$ cat config.mk
export PLATFORM = sky130hd
export DESIGN_NAME = fbmd_ctrl
export DESIGN_NICKNAME = d
export VERILOG_FILES = /design/src/rtl/fbmd_pkg.sv /design/src/rtl/fbmd_ctrl.sv
export SDC_FILE = /design/constraint.sdc
export NUM_CORES = 1
export LEC_CHECK = 0
export BUFFER_PORTS_ARGS = -buffer_cell sky130_fd_sc_hd__buf_4
export CORE_AREA = 2 2 39 41
export DETAILED_ROUTE_END_ITERATION = 8
export DIE_AREA = 0 0 41 43
export PLACE_DENSITY = 0.48
export SLEW_MARGIN = 25
export SYNTH_ARGS = -nofsm -noshare
export SYNTH_HDL_FRONTEND = slang
export SYNTH_SLANG_ARGS = --single-unit
$ cat constraint.sdc
create_clock -name clock -period 1.7 [get_ports clock]
set_input_delay 0.34 -clock clock [delete_from_list [all_inputs] [get_ports clock]]
set_output_delay 0.34 -clock clock [all_outputs]
set_load 0.005 [all_outputs]
$ cat src/rtl/fbmd_pkg.sv
// Shared types and constants for the fall, bump and motion detector.
// Used by the controller, the datapath and the top level.
package fbmd_pkg;

   localparam int unsigned REG_IDX_W = 3;
   localparam int unsigned CSR_DATA_W = 20;

   localparam logic [REG_IDX_W-1:0] REG_SHOCK_THRESHOLD  = 3'd0;
   localparam logic [REG_IDX_W-1:0] REG_FALL_CONFIRM_MS  = 3'd1;
   localparam logic [REG_IDX_W-1:0] REG_BUMP_RECOVER_MS  = 3'd2;
   localparam logic [REG_IDX_W-1:0] REG_FALL_HOLD_MS     = 3'd3;
   localparam logic [REG_IDX_W-1:0] REG_MOTION_THRESHOLD = 3'd4;
   localparam logic [REG_IDX_W-1:0] REG_LPF_ALPHA        = 3'd5;
   localparam logic [REG_IDX_W-1:0] REG_THROTTLE_GAIN    = 3'd6;

   localparam logic [15:0] RST_SHOCK_THRESHOLD  = 16'd29491;
   localparam logic [15:0] RST_FALL_CONFIRM_MS  = 16'd1500;
   localparam logic [15:0] RST_BUMP_RECOVER_MS  = 16'd500;
   localparam logic [15:0] RST_FALL_HOLD_MS     = 16'd1000;
   localparam logic [14:0] RST_MOTION_THRESHOLD = 15'd819;
   localparam logic [15:0] RST_LPF_ALPHA        = 16'd9830;
   localparam logic [19:0] RST_THROTTLE_GAIN    = 20'd36408;

   localparam logic [12:0] FULL_THROTTLE = 13'd4096;

   typedef enum logic [1:0] {
      IMPACT_NORMAL = 2'd0,
      IMPACT_BUMP   = 2'd1,
      IMPACT_FALL   = 2'd2
   } impact_type;

   typedef enum logic [1:0] {
      MOTION_STEADY = 2'd0,
      MOTION_ACCEL  = 2'd1,
      MOTION_DECEL  = 2'd2
   } motion_type;

   typedef struct packed {
      logic load;
      logic mul;
      logic acc;
      logic mot;
      logic out_load;
   } cmd_type;

   typedef struct packed {
      logic out_free;
   } status_type;

endpackage

$ cat src/rtl/fbmd_ctrl.sv
// Sequencer for the detector: accepts one transaction and steps the datapath.
// Depends on fbmd_pkg for the command and status structs.
module fbmd_ctrl (
   input  logic                clock,
   input  logic                reset,
   input  logic                req_valid,
   output logic                req_stall,
   input  fbmd_pkg::status_type sts,
   output fbmd_pkg::cmd_type   cmd
);
   import fbmd_pkg::*;

   typedef enum logic [4:0] {
      S_IDLE = 5'b00001,
      S_MUL  = 5'b00010,
      S_ACC  = 5'b00100,
      S_MOT  = 5'b01000,
      S_GAIN = 5'b10000
   } state_type;

   state_type state_ff, state_in;

   always_comb begin
      state_in = state_ff;
      cmd      = '0;
      unique case (state_ff)
         S_IDLE: begin
            if (req_valid) begin
               cmd.load = 1'b1;
               state_in = S_MUL;
            end
         end
         S_MUL: begin
            cmd.mul  = 1'b1;
            state_in = S_ACC;
         end
         S_ACC: begin
            cmd.acc  = 1'b1;
            state_in = S_MOT;
         end
         S_MOT: begin
            cmd.mot  = 1'b1;
            state_in = S_GAIN;
         end
         S_GAIN: begin
            if (sts.out_free) begin
               cmd.out_load = 1'b1;
               state_in     = S_IDLE;
            end
         end
         default: begin
            state_in = S_IDLE;
         end
      endcase
   end

   assign req_stall = (state_ff != S_IDLE);

   always_ff @(posedge clock) begin
      if (reset) begin
         state_ff <= S_IDLE;
      end else begin
         state_ff <= state_in;
      end
   end

   a_load_free: assert property (@(posedge clock) disable iff (reset)
      cmd.out_load |-> sts.out_free)
      else $error("result loaded while output register busy");
   a_load_mul: assert property (@(posedge clock) disable iff (reset)
      cmd.load |=> cmd.mul)
      else $error("multiply step did not follow accept");
   a_mul_acc: assert property (@(posedge clock) disable iff (reset)
      cmd.mul |=> cmd.acc)
      else $error("accumulate step did not follow multiply");
   a_acc_mot: assert property (@(posedge clock) disable iff (reset)
      cmd.acc |=> cmd.mot)
      else $error("motion step did not follow accumulate");

endmodule

Word level (Yosys, flattened, before mapping)
Cells that the tools add are included.
{ "op_classes": {"mux": 10, "n_eq_ne": 8, "n_reduce_logical": 1} }
{ "op_table": {"columns": ["operator", "count"], "rows": [
  ["5-bit case mux with 5 select lines", 1],
  ["5-bit 2-to-1 mux", 2],
  ["1-bit 2-to-1 mux", 7],
  ["5-bit by 1-bit equality test with 1-bit output (second input constant)", 1],
  ["5-bit by 2-bit equality test with 1-bit output (second input constant)", 1],
  ["5-bit by 3-bit equality test with 1-bit output (second input constant)", 1],
  ["5-bit by 4-bit equality test with 1-bit output (second input constant)", 1],
  ["5-bit equality test (second input constant)", 1],
  ["5-bit by 1-bit inequality test with 1-bit output (second input constant)", 1],
  ["2-bit inequality test (second input constant)", 2],
  ["2-bit AND reduction", 1]
]} }
{ "totals": {"reg_bits": 5, "output_inout_bits": 6, "word_cells": 20, "in_bits": 4} }

Depth between registers and ports, before layout
{ "logic_depth": {"depth_word": 3, "ltp_mapped": 4, "depth_no_buf": 3} }

Worst setup path before layout
No wires, ideal clock.
{ "synth_path": {"path_kind": "register to output", "start": "register state_ff[3]", "end": "output cmd[3] (netlist name)", "n_path_buf": 2, "arrival_time_ns": 0.828, "stages_incl_launch_ff": 5, "required_time_ns": 1.360, "slack_ns": 0.532, "cell_sequence": "dfxtp_1 -> buf_6 -> nor3_1 -> and3b_1 -> buf_4"} }
{ "synth_rtl": {"columns": ["element", "line", "text"], "rows": [
  ["from (decl)", "fbmd_ctrl.sv:21", "state_type state_ff, state_in;"],
  ["from (signal assigned)", "fbmd_ctrl.sv:63", "state_ff <= state_in;"],
  ["to (decl)", "fbmd_ctrl.sv:9", "output fbmd_pkg::cmd_type cmd"]
]} }

==> results.md <==
* Leading cell type by number of instances after synthesis: sky130_fd_sc_hd__dfxtp_1
* Post-synth EDFFs at 0
* Maximum fanout count along the critical path at 6
* Maximum achievable frequency at 632 MHz
* Leak Pwr at between 0.15 and 0.2 nW
* Total core area at between 1000 and 1500 sq um
* Latest clock arrival within the worst-skew pair at 0.24 ns
* Postcts setup bufs at 0
* Synth Register Bits at 5
* Worst hold start: reset
* Setup Skew at 0.00187 ns
* Sequential cell area fraction in the yosys report at between 30 and 40%
* Max rail drop VDD at between 0.0002 and 0.0003 V
* Via density per instance at roughly 4.5
* Clock Tree Root: sky130_fd_sc_hd__clkbuf_4
* Warnings, synthesis at 0
* Simple-gate share of the synthesized area at roughly two fifths
* Fraction of registers with async set or reset after synthesis at 0%
* Setup-failing EPs final at 0
* Initial standard-cell utilization of the core at a little over a fifth
* Main flop type after synthesis: sky130_fd_sc_hd__dfxtp_1
* Regs by FF count: state_ff x5
* TritonCTS buffer count at 3
* Multiplexer area fraction after synthesis at 0%
* Number of distinct library cells after synthesis at 21
* Xor-xnor portion of the synthesized cell area at under 10%
* Total global-route track usage at 8.74%
* Req. time, crit path at between 1 and 1.5 ns
* Pin slew with the least headroom to its limit at ~0.35 ns
* Startpoint kind of the worst setup timing path: flop
* Hold buffers post-CTS at 0
* Total grt overflow at 0
* Critical path start-end classification: flop to output pin
* Fraction of final layout cells with drive strength greater than 1 at about two fifths
* Net total in the final layout at between 40 and 50
* Total number of placement rows at 14
* Min cycle time layout at around 1.6 ns
* Max cap viols at 0
* DRC at 0
* Share of the core filled with cells in the final layout at about 28%
* Wire length after detailed routing at around 600 um
* Average footprint of a synthesized cell at 9.34 sq um
* Post-synthesis net count at 36
* Unrepaired setup endpoints after global routing: no
* Register containing the most flip-flops in the final layout: state_ff
* Wire per inst at ~10 um
* Total Die Area at about 1800 sq um
* Diodes inserted at 0
* Cell type with the largest total area after synthesis: sky130_fd_sc_hd__dfxtp_1
* Largest net degree at the start of global routing at 9
* Synthesized netlist cell count at 32
* Endpoint class of the critical path: output pin
* Top-level I/O count at 10
* DIE WIDTH at just over 40 um
* Post-route fraction of the period consumed by the critical path at 93.1%
* HPWL Detailed at approximately 440 um
* Setup TNS at 0 ns
* Power density over cell area at between 800 and 900 nW/um^2
* Clock slew at reported path FFs at 0.04 ns
* Clock sinks at 5
* Via count of the first global-routing pass at between 200 and 250
* Hold violation total from the final report at 0
* Reg-to-Reg Start: state_ff[0]
* Top cells by area in the synthesized netlist: sky130_fd_sc_hd__dfxtp_1 (33%), sky130_fd_sc_hd__nor3_1 (6.7%), sky130_fd_sc_hd__nor3b_4 (6.3%), sky130_fd_sc_hd__and3b_1 (5.9%), sky130_fd_sc_hd__nor2b_1 (4.2%)
* TritonCTS clock tree: done
* Status: finished clean
* Most numerous cell types in the synthesized netlist: sky130_fd_sc_hd__dfxtp_1 (5), sky130_fd_sc_hd__nor3_1 (4)
* Die outline height at between 40 and 50 um
* Number of iterations in the first detailed-routing pass at 2
* Vias after detailed routing at roughly 260
* Initial DRC count at 8
* Flip-flop count of the largest register, all copies and words added at 5
* Number of levels the H-tree was split into at 1
* Max Buffers Root-to-Sink at 2
* ANT nets after route at 0
* Wire length of the first global-routing pass at just under 1 mm
* Remaining max-slew budget at the tightest pin at between 70% and 80%
* Number of antenna violations at the first check in global routing at 0
* Crit path arrival time at 1.24 ns
* Routability congestion estimate from global placement at between 0.7 and 0.8
* Worst setup startpoint: state_ff[0]
* Layout Area Growth over Synthesis at 31.8%
* Resized cells post-CTS at 0
* Adder-Cell Fraction of Synth Area at 0%
* Hold slack final at between 0.3 and 0.4 ns
* Area fraction of the dominant cell type after synthesis at between 30 and 40%
* Max-slew violation count at 0
* Number of buffers added on ports at 9
* Type of the most critical hold path: input port to flop
* Post-Syn Area at approximately 300 sq um
* Synthesized-area fraction occupied by ao, oa, aoi and oai cells at 13.8%
* Main combinational cell family by area after synthesis: simple AND/OR/NAND/NOR gates
## cells in the final DEF, fill, tap and decap left out
cell,n
sky130_fd_sc_hd__a21oi_1,1
sky130_fd_sc_hd__a221o_1,1
sky130_fd_sc_hd__a31o_2,1
sky130_fd_sc_hd__and3b_1,2
sky130_fd_sc_hd__buf_4,9
sky130_fd_sc_hd__clkbuf_1,1
sky130_fd_sc_hd__clkbuf_4,3
sky130_fd_sc_hd__dfxtp_1,5
sky130_fd_sc_hd__inv_1,2
sky130_fd_sc_hd__nand2_1,1
sky130_fd_sc_hd__nand2_2,1
sky130_fd_sc_hd__nand3b_1,1
sky130_fd_sc_hd__nor2_1,1
sky130_fd_sc_hd__nor2_4,1
sky130_fd_sc_hd__nor2b_1,2
sky130_fd_sc_hd__nor3_1,4
sky130_fd_sc_hd__nor3b_2,1
sky130_fd_sc_hd__nor3b_4,1
sky130_fd_sc_hd__nor4b_1,1
sky130_fd_sc_hd__o211ai_1,1
sky130_fd_sc_hd__o21ai_0,2
sky130_fd_sc_hd__xor2_1,1
## layout make-up
type	count	area (sq um)
Sequential cell	5	100
Clock buffer	4	26.3
Inverter	2	7.51
Fill cell	147	990
Tap cell	16	20.0
Timing Repair Buffer	9	67.6
Multi-Input combinational cell	23	173
## routing by layer
metal,up-vias,routed length (um),global-route usage (%)
li1,137,-,-
met1,118,300,12.6
met2,8,263,9.38
met3,0,31,3.14
met4,0,0,8.00
met5,-,0,0
## worst max-delay path, stage by stage (launching register included)
cell and delay, ns:
sky130_fd_sc_hd__dfxtp_1 0.42, sky130_fd_sc_hd__nor3b_4 0.27, sky130_fd_sc_hd__nand2_2 0.11, sky130_fd_sc_hd__nor2_1 0.09, sky130_fd_sc_hd__buf_4 0.11
## cells by family (layout without fill, tap and decap cells)
kind of cell | after synthesis | count (layout)
AND/OR/NAND/NOR | 16 | 16
AO/OA/AOI/OAI | 6 | 6
flip-flops | 5 | 5
buffers and inverters | 4 | 15
XOR/XNOR | 1 | 1
## metrics by stage
step	cell area, sq um	std cells	setup WS, ns	power, mW
6_report	394	59	0.117	0.346
5_1_grt	394	59	0.0158	0.374
4_1_cts	394	59	0.128	0.353
3_5_place_dp	368	55	0.397	0.214
3_3_place_gp	368	55	0.378	0.215
2_1_floorplan	299	32	0.532	0.184
## power by group
part	internal [mW]	switching [mW]
clock network	0.0886	0.0457
logic	0.0439	0.0315
registers	0.125	0.0116
total	0.258	0.0888
## worst paths after layout
path | to | slack, ns | cells past startpoint
max reg2reg | state_ff[0] | 0.44 | 3
max | cmd[4] | 0.12 | 4
min reg2reg | state_ff[4] | 0.55 | 1
min | state_ff[2] | 0.31 | 2
Note: power is estimated with default switching activity, not from simulation.
